`src/rtl/core/rfft_pkg.sv`:
```
package rfft_pkg;

   localparam int MAX_LOG2    = 12;
   localparam int MAX_POINTS  = 1 << MAX_LOG2;
   localparam int HALF_POINTS = MAX_POINTS / 2;
   localparam int TW_FRAC     = 17;
   localparam real PI_VALUE   = 3.14159265359;

   localparam logic [3:0] LOG2_RESET = 4'd10;
   localparam logic       REG_LOG2   = 1'b0;
   localparam logic       REG_INV    = 1'b1;

   typedef logic [37:0] tw_rom_type [HALF_POINTS];

   typedef enum logic [3:0] {
      ST_IDLE,
      ST_EMIT,
      ST_CP_RD,
      ST_CP_WR,
      ST_BF_RD,
      ST_BF_MUL,
      ST_BF_ADD,
      ST_BF_WU,
      ST_BF_WV,
      ST_SC_RD,
      ST_SC_WR
   } state_type;

   typedef enum logic [1:0] {
      WSEL_COPY,
      WSEL_BF_U,
      WSEL_BF_V,
      WSEL_SCALE
   } wsel_type;

   typedef struct packed {
      logic        load_we;
      logic [11:0] load_wa;
      logic        load_re;
      logic [11:0] load_ra;
      logic        work_re;
      logic [11:0] work_ra;
      logic [11:0] work_rb;
      logic        work_we;
      logic [11:0] work_wa;
      wsel_type    wsel;
      logic        tw_re;
      logic [10:0] tw_addr;
      logic        mul_en;
      logic        add_en;
      logic        out_load;
      logic [11:0] out_index;
      logic        out_last;
      logic [3:0]  shift;
      logic        inverse;
   } cmd_type;

   typedef struct packed {
      logic rsp_busy;
   } status_type;

   function automatic tw_rom_type build_tw_rom();
      tw_rom_type rom;
      real ang;
      int c;
      int s;
      for (int k = 0; k < HALF_POINTS; k++) begin
         ang = 2.0 * PI_VALUE * k / MAX_POINTS;
         c = $rtoi($floor($cos(ang) * 131072.0 + 0.5));
         s = $rtoi($floor($sin(ang) * 131072.0 + 0.5));
         rom[k] = {19'(s), 19'(c)};
      end
      return rom;
   endfunction

   function automatic logic signed [17:0] sat_tw(input logic signed [19:0] v);
      if (v > 20'sd131071) begin
         return 18'sd131071;
      end else if (v < -20'sd131072) begin
         return -18'sd131072;
      end
      return 18'(v);
   endfunction

   function automatic logic signed [31:0] sat32(input logic signed [34:0] v);
      if (v > 35'sd2147483647) begin
         return 32'sh7fffffff;
      end else if (v < -35'sd2147483648) begin
         return 32'sh80000000;
      end
      return 32'(v);
   endfunction

endpackage

```
`src/rtl/core/rfft_ctrl.sv`:
```
module rfft_ctrl (
   input  logic                clock,
   input  logic                reset,
   input  logic                req_tvalid,
   output logic                req_tready,
   input  logic [3:0]          cfg_log2,
   input  logic                cfg_inverse,
   input  rfft_pkg::status_type status,
   output rfft_pkg::cmd_type   cmd
);
   import rfft_pkg::*;

   state_type   state_ff, state_in;
   logic [11:0] pos_ff, pos_in;
   logic [11:0] idx_ff, idx_in;
   logic [3:0]  stage_ff, stage_in;
   logic [3:0]  lsz_ff, lsz_in;
   logic [10:0] bf_ff, bf_in;
   logic        have_ff, have_in;
   logic        inv_ff, inv_in;
   logic        last_ff, last_in;
   logic [11:0] emit_idx_ff, emit_idx_in;

   logic [3:0]  l_now;
   logic [11:0] mask_now, mask_x, hmask, j, u, v, rev;
   logic        last_now, accept;

   always_ff @(posedge clock) begin
      if (reset) begin
         state_ff <= ST_IDLE;
         pos_ff   <= '0;
         have_ff  <= 1'b0;
      end else begin
         state_ff <= state_in;
         pos_ff   <= pos_in;
         have_ff  <= have_in;
      end
      idx_ff      <= idx_in;
      stage_ff    <= stage_in;
      lsz_ff      <= lsz_in;
      bf_ff       <= bf_in;
      inv_ff      <= inv_in;
      last_ff     <= last_in;
      emit_idx_ff <= emit_idx_in;
   end

   always_comb begin
      if (cfg_log2 == 4'd0) begin
         l_now = 4'd1;
      end else if (cfg_log2 > 4'(MAX_LOG2)) begin
         l_now = 4'(MAX_LOG2);
      end else begin
         l_now = cfg_log2;
      end
      mask_now = 12'((13'd1 << l_now) - 13'd1);
      last_now = pos_ff >= mask_now;
      mask_x   = 12'((13'd1 << lsz_ff) - 13'd1);
      hmask    = 12'((13'd1 << (stage_ff - 4'd1)) - 13'd1);
      j        = {1'b0, bf_ff} & hmask;
      u        = 12'(({1'b0, bf_ff} & ~hmask) << 1) | j;
      v        = u | (hmask + 12'd1);
      for (int b = 0; b < MAX_LOG2; b++) begin
         rev[MAX_LOG2 - 1 - b] = idx_ff[b];
      end
      rev = rev >> (4'(MAX_LOG2) - lsz_ff);
   end

   assign req_tready = (state_ff == ST_IDLE);
   assign accept     = req_tvalid && req_tready;

   always_comb begin
      state_in    = state_ff;
      pos_in      = pos_ff;
      idx_in      = idx_ff;
      stage_in    = stage_ff;
      lsz_in      = lsz_ff;
      bf_in       = bf_ff;
      have_in     = have_ff;
      inv_in      = inv_ff;
      last_in     = last_ff;
      emit_idx_in = emit_idx_ff;

      cmd           = '0;
      cmd.wsel      = WSEL_COPY;
      cmd.load_wa   = pos_ff;
      cmd.load_ra   = idx_ff;
      cmd.work_ra   = u;
      cmd.work_rb   = v;
      cmd.work_wa   = u;
      cmd.tw_addr   = 11'(j << (4'(MAX_LOG2) - stage_ff));
      cmd.out_index = emit_idx_ff;
      cmd.out_last  = last_ff;
      cmd.shift     = lsz_ff;
      cmd.inverse   = inv_ff;

      unique case (state_ff)
         ST_IDLE: begin
            if (accept) begin
               cmd.load_we = 1'b1;
               cmd.work_re = have_ff;
               cmd.work_ra = pos_ff;
               emit_idx_in = pos_ff;
               last_in     = last_now;
               if (last_now) begin
                  pos_in  = '0;
                  lsz_in  = l_now;
                  inv_in  = cfg_inverse;
                  idx_in  = '0;
                  have_in = 1'b1;
               end else begin
                  pos_in = pos_ff + 12'd1;
               end
               if (have_ff) begin
                  state_in = ST_EMIT;
               end else if (last_now) begin
                  state_in = ST_CP_RD;
               end
            end
         end
         ST_EMIT: begin
            if (!status.rsp_busy) begin
               cmd.out_load = 1'b1;
               state_in     = last_ff ? ST_CP_RD : ST_IDLE;
            end
         end
         ST_CP_RD: begin
            cmd.load_re = 1'b1;
            state_in    = ST_CP_WR;
         end
         ST_CP_WR: begin
            cmd.work_we = 1'b1;
            cmd.work_wa = rev;
            cmd.wsel    = WSEL_COPY;
            if (idx_ff == mask_x) begin
               stage_in = 4'd1;
               bf_in    = '0;
               state_in = ST_BF_RD;
            end else begin
               idx_in   = idx_ff + 12'd1;
               state_in = ST_CP_RD;
            end
         end
         ST_BF_RD: begin
            cmd.work_re = 1'b1;
            cmd.tw_re   = 1'b1;
            state_in    = ST_BF_MUL;
         end
         ST_BF_MUL: begin
            cmd.mul_en = 1'b1;
            state_in   = ST_BF_ADD;
         end
         ST_BF_ADD: begin
            cmd.add_en = 1'b1;
            state_in   = ST_BF_WU;
         end
         ST_BF_WU: begin
            cmd.work_we = 1'b1;
            cmd.wsel    = WSEL_BF_U;
            state_in    = ST_BF_WV;
         end
         ST_BF_WV: begin
            cmd.work_we = 1'b1;
            cmd.work_wa = v;
            cmd.wsel    = WSEL_BF_V;
            state_in    = ST_BF_RD;
            if (bf_ff == mask_x[11:1]) begin
               bf_in = '0;
               if (stage_ff == lsz_ff) begin
                  idx_in   = '0;
                  state_in = inv_ff ? ST_SC_RD : ST_IDLE;
               end else begin
                  stage_in = stage_ff + 4'd1;
               end
            end else begin
               bf_in = bf_ff + 11'd1;
            end
         end
         ST_SC_RD: begin
            cmd.work_re = 1'b1;
            cmd.work_ra = idx_ff;
            state_in    = ST_SC_WR;
         end
         ST_SC_WR: begin
            cmd.work_we = 1'b1;
            cmd.work_wa = idx_ff;
            cmd.wsel    = WSEL_SCALE;
            if (idx_ff == mask_x) begin
               state_in = ST_IDLE;
            end else begin
               idx_in   = idx_ff + 12'd1;
               state_in = ST_SC_RD;
            end
         end
         default: begin
            state_in = ST_IDLE;
         end
      endcase
   end

endmodule

```
`config.mk`:
```
export PLATFORM = sky130hd
export DESIGN_NAME = rfft_ctrl
export DESIGN_NICKNAME = d
export VERILOG_FILES = /design/src/rtl/core/rfft_pkg.sv /design/src/rtl/core/rfft_ctrl.sv
export SDC_FILE = /design/constraint.sdc
export NUM_CORES = 1
export LEC_CHECK = 0
export ABC_AREA = 1
export BUFFER_PORTS_ARGS = -buffer_cell sky130_fd_sc_hd__buf_2
export CAP_MARGIN = 5
export CORE_MARGIN = 4
export CORE_UTILIZATION = 25
export DETAILED_ROUTE_END_ITERATION = 16
export GPL_ROUTABILITY_DRIVEN = 0
export PLACE_DENSITY = 0.46
export SYNTH_ARGS = -nofsm -noshare
export SYNTH_HDL_FRONTEND = slang
export SYNTH_SLANG_ARGS = --single-unit
```
`constraint.sdc`:
```
create_clock -name clock -period 3.5 [get_ports clock]
set_input_delay 0.35 -clock clock [delete_from_list [all_inputs] [get_ports clock]]
set_output_delay 0.35 -clock clock [all_outputs]
set_load 0.03 [all_outputs]
```
* Word level (Yosys, flattened, before mapping)
Cells that the tools add are included.
** Storage, ports and cells
- Register bits after elaboration :: 62
** Cells by class
- Add/subtract/negate cells :: 11
- $lt $le $gt $ge :: 2
- Eq/ne operators :: 22
- Shift-type cells :: 5
- Muxes and demuxes :: 41
- Bitwise operators :: 5
- Reductions and logical operators :: 14
** Operators with widths (count)
- $mux W12 :: 6
- $pmux W12 S3 :: 2
- $mux W4 :: 13
- $pmux W4 S11 :: 1
- $add A12 B1 Y12 const B :: 3
- $shl A1 B4 Y12 const A :: 3
- $sub A12 B1 Y12 const B :: 3
- $or A12 B12 Y12 :: 2
- $pmux W12 S2 :: 1
- $mux W11 :: 2
- $pmux W11 S2 :: 1
- $eq A4 B3 Y1 const B :: 4
- $mux W13 :: 1
- $and A11 B12 Y12 :: 1
- $eq A12 B12 Y1 :: 1
- $eq A4 B4 Y1 const B :: 3
- $ge A12 B12 Y1 :: 1
- $ne A2 B2 Y1 const B :: 6
- $shl A12 B4 Y11 :: 1
- $shr A12 B4 Y12 :: 1
- $add A11 B1 Y11 const B :: 1
- $and A11 B11 Y11 :: 1
- $eq A11 B11 Y1 :: 1
- $not A11 Y11 :: 1
- 25 further kinds :: 40

* Depth between registers and ports, before layout
Gate-level depths: netlist of the first run.
- Depth in word-level cells :: 10
- Mapped depth :: 23
- Mapped depth without buffers :: 21

* Worst setup path after synthesis of the first run
Ideal clock, no wire load.
- Path type :: register -> register
- Start :: register lsz_ff[0]
- End :: register idx_ff[0] (enable)
- Library setup time :: 0.390 ns
- Arrival time :: 3.224 ns
- Slack :: -0.114 ns
- Cell stages (with the launch flop) :: 16
- Buffers on the path :: 0
- Cells stage by stage :: edfxtp_1 -> inv_1 -> ha_1 -> ha_1 -> nand2_1 -> ha_1 -> xnor2_1 -> nor3_1 -> nand3_1 -> nor2_1 -> nand2_1 -> nor2_1 -> nand3_1 -> nand2_1 -> nand2_1 -> nor4_2
** On the way
- Longest elaborated chain between the ends :: 5
** Ends and longest elaborated chain
- from (decl) :: RTL line rfft_ctrl.sv:17 : logic [3:0] lsz_ff, lsz_in;
- from (signal assigned) :: RTL line rfft_ctrl.sv:40 : lsz_ff <= lsz_in;
- $shl A1 B4 Y12 :: RTL line rfft_ctrl.sv:57 : mask_x = 12'((13'd1 << lsz_ff) - 13'd1);
- $sub A12 B1 Y12 :: RTL line rfft_ctrl.sv:57
- $eq A12 B12 Y1 or $eq A11 B11 Y1 (tied branches) :: RTL line rfft_ctrl.sv:134, rfft_ctrl.sv:187, rfft_ctrl.sv:166
- $ne A2 B2 Y1 (no line)
- $reduce_and A6 Y1 (no line) *
- to (signal assigned) :: RTL line rfft_ctrl.sv:38 : idx_ff <= idx_in;
- to (decl) :: RTL line rfft_ctrl.sv:15 : logic [11:0] idx_ff, idx_in;
Every way passes the cells marked *; elsewhere a longest branch is shown, timed or not.
A chain may end at the register's enable or synchronous reset.

==> run metrics, run 1 <==
count of port buffers added during placement 108; row count 58; drt pass-1 iters 6; via count 6,918; num ports 109; Die Y 167.7 µm; RSZ-0062 raised after global routing true; die width 167.7 µm; crit path max fanout 8; register area share after synthesis 26.54%; max_cap viols 0; Critical Path AT 3.07 ns; setup slack at placement 0.1442 ns; initial antenna violation count 0; first-pass GRT wire length 38,890 µm; total power 1882 µW; cells on worst reg2reg path 17; Logic pwr share 6.7%; slew of the pin with the lowest slew margin 0.6325 ns; most common cell in the netlist nand2_1; internal power 1430 µW; clock sink count 62; syn_area_per_cell 6.517 µm²; Fmax 292.6 MHz; Fin Setup TNS 0 ns; Top FF cell, synth edfxtp_1; Max Clock Skew 0.007168 ns; Synth Register Bits 62; worst skew pair latency 0.34 ns; Req. time, crit path 3.15 ns; CTS Hold Bufs 0; Final ANT Viol Nets 0; Final Hold Fails 0; clock root buffer master clkbuf_16; VDD IR max 0.2262 mV; All-Layer GR Usage 17.61%; diode count 0; cts bufs inserted 9; capturing element type of the critical path output port; worst setup margin 0.08276 ns; min cycle time layout 3.417 ns; Starting DRT DRC Count 503; Post-layout nets 1,149; Clock Path Buffers 2; Routed wire per std cell 17.51 µm; Final Slew Violations 0; Power Density 234.6 mW/mm²; Clock power frac 51.0%; warnings from Yosys 0; largest net degree at the start of global routing 27; Synth Instances 978; area leader, netlist edfxtp_1; library cells used by synthesis 53; vias in the first global route 6,580; Filler cells 2,792; Post-synth ARST share 0%; hold path depth 1; DP Wirelength 20,530 µm; drt total wl 25,300 µm; design area 0.008024 mm²; max_slew headroom 57.69%; Net Sw Power 452.4 µW; DIE AREA 0.02811 mm²; Area Growth Syn to Fin 25.89%; top cell type's share of synthesized area 21.20%; Starting Density 25.38%; Post-synth EDFFs 45; Placed Area 0.007416 mm²; Leak 0.003976 µW; H-tree depth 3; placed insts 1,420; Syn Std Cell Area 0.006374 mm²; CTS tree built; layout cells sized above 1 23.32%; main area contributors after synthesis edfxtp_1, nand2_1, inv_1; Critical Path Source Type flip-flop; crit path kind flip-flop to output port; via/cell ratio 4.788; Final period util 97.64%; Core Footprint 0.02511 mm²; Clock transition at path regs 0.06 ns; HP Class primary input to flip-flop; drt drc 0; synth cell count leaders nand2_1, inv_1, nor2_1; status finished clean; sequential share of power 42.3%; Final Non-Filler Cells 1,445; global route total overflow 0; Sw Ratio 24.04%; final-report setup violation count 0
==> what timing repair did <==
action / in CTS / in global routing
pin swaps: 0 / 15
resized for setup: 13 / 50
endpoints found under the hold margin: 0 / 0
buffers inserted: 1 / 7
cloned: 0 / 1
setup endpoints to repair: 13 / 30
==> flip-flops by register name (all words and copies together), names as in the netlist <==
name         cells
state_ff         4
emit_idx_ff     12
have_ff          1
bf_ff           11
pos_ff          12
stage_ff         4
idx_ff          12
lsz_ff           4
inv_ff           1
last_ff          1
==> placed cells by master, fill, tap and decap left out, types with 25 or more instances in the layout <==
cell type  Yosys  layout
nor2_1       119     114
buf_2          2     102
o21ai_0       67      62
nand3_1       72      68
ha_1          30      25
edfxtp_1      45      45
buf_4          5      38
nand2_1      240     232
inv_1        131     127
xor2_1        26      26
a21oi_1       32      32
==> per-stage QoR <==
stage | hold slack, ns | utilization (%)
after detailed placement | 0.5002 | 29.53
after global placement | 0.4945 | 29.53
after CTS | 0.1721 | 30.99
final | 0.1880 | 31.96
after global routing | 0.1943 | 31.96
after floorplan | 0.4191 | -
==> worst max-delay path: stages (launching register included) <==
cell and delay [ns]:
edfxtp_1 0.38, buf_4 0.19, nor2_4 0.14, nand2_2 0.07, nand2_1 0.07, nand2_2 0.13
nand2_1 0.20, nand2_1 0.08, nor2_1 0.23, nand2_1 0.13, nand2_1 0.09, nand2_1 0.09
nand2_1 0.16, nand2_1 0.10, inv_1 0.13, nand2_1 0.11, nand2_1 0.07, nand4_1 0.13
buf_2 0.22
==> cell families (layout without fill, tap and decap cells) <==
kind of cell | Yosys count | count (layout) | synth area share (%)
AO/OA/AOI/OAI | 162 | 162 | 15.31
multiplexers | 2 | 2 | 0.3141
flip-flops | 62 | 62 | 26.54
adder cells (fa/ha/maj) | 30 | 30 | 5.889
AND/OR/NAND/NOR | 522 | 523 | 37.00
XOR/XNOR | 31 | 31 | 4.260
buffers and inverters | 168 | 303 | 10.62
other | 1 | 2 | 0.05884
==> metal layers <==
layer | GRT usage (%) | part of all wire (%) | vias up
met2 | 29.66 | 47 | 206
li1 | - | - | 3489
met3 | 3.541 | 6.0 | 27
met4 | 4.058 | 1.6 | 0
met5 | 0 | 0 | -
met1 | 23.31 | 45 | 3196
==> path summary, 6_finish.rpt <==
kind / slack [ns] / endpoint / start
worst max-delay path: 0.08 / cmd[45] / stage_ff[1]$_SDFFCE_PN0P_
worst min-delay path: 0.19 / inv_ff$_DFFE_PP_ / cfg_inverse
worst max register to register: 0.30 / stage_ff[2]$_SDFFCE_PN0P_ / lsz_ff[1]$_DFFE_PP_
worst min register to register: 0.50 / have_ff$_SDFFE_PP0P_ / have_ff$_SDFFE_PP0P_
==> area by class of cell <==
cell class                      count  area, µm²  share of cell area, %
Multi-Input combinational cell    750       4213                  52.50
Sequential cell                    62       1692                  21.08
Timing Repair Buffer              145      848.3                  10.57
Inverter                          142      535.5                  6.674
Tap cell                          330      412.9                  5.146
Clock buffer                       12      300.3                  3.742
Clock inverter                      4      22.52                 0.2807
==> power groups by stage <==
| stage | Combinational (µW) | Clock (µW) | Sequential [µW] |
|---|---|---|---|
| finish | 126 | 960 | 796 |
| floorplan | 68.5 | 0 | 827 |
| detailed placement | 126 | 0 | 812 |
| CTS | 127 | 980 | 796 |
| global placement | 126 | 0 | 812 |
| global route | 141 | 1010 | 797 |
No activity file was read; power rests on OpenSTA's default activity.
==> run 2: changes to the inputs <==
==> constraint.sdc (replaced) <==
create_clock -name clock -period 3.5 [get_ports clock]
set_input_delay 0.175 -clock clock [delete_from_list [all_inputs] [get_ports clock]]
set_output_delay 0.175 -clock clock [all_outputs]
set_load 0.03 [all_outputs]
==> run 2 against run 1 <==
Effect of this change: sequential share of layout area up 0.77 points; non-clock buffer count is 13 lower; clock power fell by 7.1%; cell count down 0.97%; largest power group unchanged; highest routed layer unchanged.
==> run metrics, run 2 (synthesis gave the netlist of run 1 again) <==
critical path's top delay family simple AND/OR/NAND/NOR gates; Core Footprint 0.02511 mm² (unchanged); vias in the first global route 6,603 (+0.35%); R2R Path End idx_ff[8]$_SDFFCE_PN0P_; Critical Path AT 3.13 ns (+0.06 ns); status finished clean; Fin Setup TNS 0 ns (unchanged); clock root buffer master clkbuf_16; Buf+Inv Stages, Crit Path 3 (unchanged); Fmax 302.9 MHz (+3.5%); Leak 0.003866 µW (-2.8%); layout cells sized above 1 20.25% (-3.1 points); worst skew pair latency 0.34 ns (about the same); Die Y 167.7 µm (unchanged); Final period util 94.32% (-3.3 points); num ports 109 (unchanged); DIE AREA 0.02811 mm² (unchanged); count of port buffers added during placement 108 (unchanged); max_slew headroom 47.25% (-10 points); H-tree depth 3 (unchanged); commonest non-fill, non-tap cell in the layout nand2_1; crit path kind flip-flop to output port; Largest stage delay, worst path 0.42 ns (+0.04 ns); row count 58 (unchanged); initial antenna violation count 0 (unchanged); VDD IR max 0.2125 mV (-6.1%); Stages on worst setup path 20 (+2); worst setup path startpoint stage_ff[1]$_SDFFCE_PN0P_; Routed wire per std cell 17.70 µm (+1.1%); commonest cells after routing, fill and taps aside nand2_1, inv_1, nor2_1; Clock transition at path regs 0.05 ns (about the same); critical-path cell list inv_1 > ha_1 > inv_1 > nand2_1 > nand2_4 > nor2_4 > nand2_4 > ha_4 > nand3_1 > nand2_1 > nor2_1 > nand2_2 > nor2_4 > nand2_2 > nor2_4 > xor2_1 > nand2_1 > nand2_1 > nand3_1 > buf_2; cells on worst reg2reg path 16 (-1); min cycle time layout 3.301 ns (-0.1159 ns); total power 1813 µW (-3.7%); Hold Worst Slack 0.01621 ns (-0.1718 ns); Req. time, crit path 3.32 ns (+0.17 ns); Post-layout nets 1,135 (-1.2%); largest net degree at the start of global routing 26 (-3.7%); Area Growth Syn to Fin 21.48%; CTS Hold Bufs 0 (unchanged); Final Slew Violations 0 (unchanged); drt pass-1 iters 5 (-1); Critical Path Source Type flip-flop; capturing element type of the critical path output port; Power Density 234.2 mW/mm² (-0.19%); max_cap viols 0 (unchanged); global route total overflow 0 (unchanged); CTS tree built; HP Class primary input to flip-flop; most used cell, CP nand2_1; via count 6,903 (-0.22%); die width 167.7 µm (unchanged); cts bufs inserted 9 (unchanged); Top Registers emit_idx_ff x12, idx_ff x12, pos_ff x12; r2r setup slk 0.37 ns (+0.07 ns); CP endpoint cmd[42]; Max Clock Skew 0.007366 ns (+0.0001976 ns); Starting DRT DRC Count 464 (-7.8%); first-pass GRT wire length 38,830 µm (-0.16%); DP Wirelength 20,420 µm (-0.55%); via/cell ratio 4.824 (+0.76%); final-report setup violation count 0 (unchanged); Clock Path Buffers 2 (unchanged); Hold Startpoint cfg_inverse; Slowest-stage cell, CP edfxtp_1; drt total wl 25,320 µm (about the same); crit path max fanout 6 (-2); Starting Density 25.38% (unchanged); Reg2Reg Launch Point lsz_ff[1]$_DFFE_PP_; clock sink count 62 (unchanged); All-Layer GR Usage 17.64% (+0.035 points); drt drc 0 (unchanged); Final Hold Fails 0 (unchanged); Final ANT Viol Nets 0 (unchanged); Layout Utilization 30.84% (-1.1 points); diode count 0 (unchanged); slew of the pin with the lowest slew margin 0.7883 ns (+0.1558 ns)
## run 2: cell count changes in the layout (fill, tap and decap cells not counted), moves of 3 or more
cell,change
nor2_1,+5
nand2_1,+4
inv_2,-3
buf_2,+4
buf_4,-14
nand3_4,-3
ha_1,+4
nand2_4,-3
inv_1,+3
nor2_4,-3
## run 2: worst min path at each step
| stage | end | cells after the start |
|---|---|---|
| 6_report | inv_ff$_DFFE_PP_ | 1 |
| 5_1_grt | inv_ff$_DFFE_PP_ | 1 |
| 4_1_cts | inv_ff$_DFFE_PP_ | 1 |
| 3_5_place_dp | inv_ff$_DFFE_PP_ | 1 |
| 3_3_place_gp | inv_ff$_DFFE_PP_ | 1 |
| 2_1_floorplan | have_ff$_SDFFE_PP0P_ | 1 |
## run 2: report_power, final
group	internal, µW	switching, µW
logic	34.9	90.1
clock network	561	331
registers	790	6.33
## run 2: stage by stage
stage	setup slack (ns)	cells	instance area, µm²
floorplan	0.008070	979	6386
global placement	0.2947	1413	7363
detailed placement	0.2518	1413	7363
CTS	0.003323	1431	7677
global route	-0.009136	1431	7742
finish	0.1986	1431	7742
## run 2: cell type report
class,instances,area (µm²)
well taps,330,412.9
flip-flops and latches,62,1692
repair buffers,132,733.2
fillers,2874,17370
clock inverters,2,11.26
inverters,142,535.5
clock buffers,14,285.3
multi-input cells,749,4073
## run 2: timing repair
action                                  in CTS  in global routing
endpoints found under the setup margin       2                 23
setup buffers                                2                  0
pin swaps                                    1                  0
gates resized for setup                      1                 21
## run 2: routing by layer
metal / global-route usage (%) / vias up / wire length (µm) / part of all wire (%)
met1: 23.56 / 3155 / 11430 / 45
met2: 28.66 / 259 / 11480 / 45
met5: 0 / - / 0 / 0
li1: - / 3457 / - / -
met4: 5.822 / 0 / 694 / 2.7
met3: 3.470 / 32 / 1718 / 6.8
==> run 3: changes to the inputs <==
CORE_UTILIZATION = 53   (was 25)
PLACE_DENSITY = 0.82   (was 0.46)
RECOVER_POWER = 25   (was not set)
==> run 3 against run 2 <==
Effect of this change: routed wire length fell by 16%; combinational power barely moved; utilization rose by 32 points; critical endpoint is now cmd[69]; clock power fell by 7.2%; first-iteration DRC count rose by 140%.
==> run metrics, run 3 (synthesis gave the netlist of run 1 again) <==
capturing element type of the critical path output port; Critical Path Source Type flip-flop; R2R Path End stage_ff[0]$_SDFFCE_PN1P_; Top Registers emit_idx_ff x12, idx_ff x12, pos_ff x12; Final Slew Violations 0 (unchanged); global route total overflow 0 (unchanged); commonest non-fill, non-tap cell in the layout nand2_1; Logic pwr share 7.0% (about the same); DIE AREA 0.01384 mm² (-51%); via/cell ratio 5.837 (+21%); Starting Density 54.88% (+29 points); drt total wl 21,150 µm (-16%); commonest cells after routing, fill and taps aside nand2_1, inv_1, nor2_1; r2r setup slk 0.35 ns (-0.02 ns); clock sink count 62 (unchanged); total power 1748 µW (-3.6%); internal power 1336 µW (-3.6%); sequential share of power 45.6% (+1.7 points); max_cap viols 0 (unchanged); Reg2Reg Launch Point lsz_ff[2]$_DFFE_PP_; Largest stage delay, worst path 0.44 ns (+0.02 ns); Die Y 117.7 µm (-30%); diode count 0 (unchanged); Leak 0.003687 µW (-4.6%); first-pass GRT wire length 33,490 µm (-14%); Post-layout nets 1,128 (-0.62%); Area Growth Syn to Fin 15.27%; die width 117.7 µm (-30%); Max Clock Skew 0.008192 ns (+0.0008260 ns); DP Wirelength 16,640 µm (-19%); Clock power frac 47.3% (-1.9 points); crit path kind flip-flop to output port; VDD IR max 0.2011 mV (-5.4%); Final period util 94.60% (+0.28 points); Clock transition at path regs 0.06 ns (about the same); Sw Ratio 23.56% (about the same); Final Hold Fails 0 (unchanged); initial antenna violation count 0 (unchanged); worst skew pair latency 0.34 ns (about the same); drt drc 0 (unchanged); max_slew headroom 44.75% (-2.5 points); row count 39 (-33%); largest net degree at the start of global routing 27 (+3.8%); via count 7,220 (+4.6%); Fmax 302.0 MHz (-0.29%); Starting DRT DRC Count 1,117 (+140%); Clock Path Buffers 2 (unchanged); drt pass-1 iters 6 (+1); worst setup path startpoint stage_ff[0]$_SDFFCE_PN1P_; final-report setup violation count 0 (unchanged); CP endpoint cmd[69]; Core Footprint 0.01161 mm² (-54%); min cycle time layout 3.311 ns (+0.009647 ns); Critical Path AT 3.14 ns (about the same); layout cells sized above 1 16.09% (-4.2 points); Fin Setup TNS 0 ns (unchanged); num ports 109 (unchanged); cells on worst reg2reg path 16 (unchanged); HP Class primary input to flip-flop; RSZ-0062 raised after global routing false; slew of the pin with the lowest slew margin 0.8256 ns (+0.03733 ns); crit path max fanout 8 (+2); Routed wire per std cell 17.10 µm (-3.4%); status finished clean; Final ANT Viol Nets 0 (unchanged); cts bufs inserted 9 (unchanged); H-tree depth 3 (unchanged); Net Sw Power 412.0 µW (-3.6%); most used cell, CP nand2_1; Power Density 238.0 mW/mm² (+1.6%); vias in the first global route 6,441 (-2.5%); critical-path cell list inv_4 > ha_1 > inv_1 > nand2_1 > nand2_4 > buf_4 > nor2_2 > nand2_2 > nand2_1 > nor2_1 > nand3_1 > nand2_1 > nand2_1 > nand2_1 > o21ai_0 > inv_1 > o21ai_0 > buf_2; Req. time, crit path 3.32 ns (about the same); clock root buffer master clkbuf_16; All-Layer GR Usage 29.82% (+12 points); Slowest-stage cell, CP edfxtp_1; CTS tree built; count of port buffers added during placement 108 (unchanged)
run 3: changes by cell type in the layout (fill, tap and decap cells not counted), sizes merged:
| cell | change |
|---|---|
| clkinvlp | +1 |
| clkinv | +2 |
| buf | -41 |
| inv | -1 |
| clkbuf | +32 |
run 3: repair_timing:
item                                    4_1_cts  5_1_grt
setup buffers                                 0        5
endpoints found under the setup margin        0       22
hold buffers                                  0        0
hold endpoints to repair                      0        0
gates resized for setup                       0        7
run 3: worst min-delay path by stage:
stage / start / endpoint / slack [ns] / cells after the start
6_report: cfg_inverse / inv_ff$_DFFE_PP_ / 0.01 / 1
5_1_grt: cfg_inverse / inv_ff$_DFFE_PP_ / 0.004 / 1
4_1_cts: cfg_inverse / inv_ff$_DFFE_PP_ / 0.008 / 1
3_5_place_dp: cfg_inverse / inv_ff$_DFFE_PP_ / 0.35 / 1
3_3_place_gp: cfg_inverse / inv_ff$_DFFE_PP_ / 0.35 / 1
2_1_floorplan: reset / have_ff$_SDFFE_PP0P_ / 0.24 / 1
run 3: power by group through the flow:
| stage | Clock, µW | Sequential (µW) | Combinational [µW] |
|---|---|---|---|
| floorplan | 0 | 827 | 68.4 |
| global placement | 0 | 811 | 121 |
| detailed placement | 0 | 811 | 122 |
| CTS | 832 | 797 | 124 |
| global route | 873 | 797 | 134 |
| finish | 828 | 797 | 123 |
run 3: final cells by class:
type	count	area (µm²)
Timing Repair Buffer	125	629.4
Sequential cell	62	1692
Clock inverter	4	22.52
Tap cell	143	178.9
Fill cell	1080	4267
Inverter	142	535.5
Multi-Input combinational cell	749	4033
Clock buffer	12	256.5
run 3: stage by stage:
step	instances	cell area (µm²)	utilization (%)	setup slack, ns	hold slack (ns)
2_1_floorplan	979	6386	-	0.008070	0.2441
3_3_place_gp	1216	7054	60.74	0.4098	0.3525
3_5_place_dp	1216	7054	60.74	0.3154	0.3533
4_1_cts	1232	7333	63.14	0.04015	0.008441
5_1_grt	1237	7347	63.26	0.007619	0.004472
6_report	1237	7347	63.26	0.1890	0.01121
run 3: routing by layer:
metal	vias to the layer above	global-route usage, %	part of all wire (%)
li1	3445	-	-
met5	-	0	0
met1	3242	39.69	40
met3	80	5.238	10
met2	453	46.96	45
met4	0	14.21	4.5
run 3: worst max-delay path: cells and delay by family, from the launching register on:
| kind | cells | cell delay, ns |
|---|---|---|
| simple gates | 10 | 1.07 |
| buf+inv | 5 | 0.68 |
| flops | 1 | 0.44 |
| compound gates | 2 | 0.44 |
| fa+ha+maj | 1 | 0.18 |
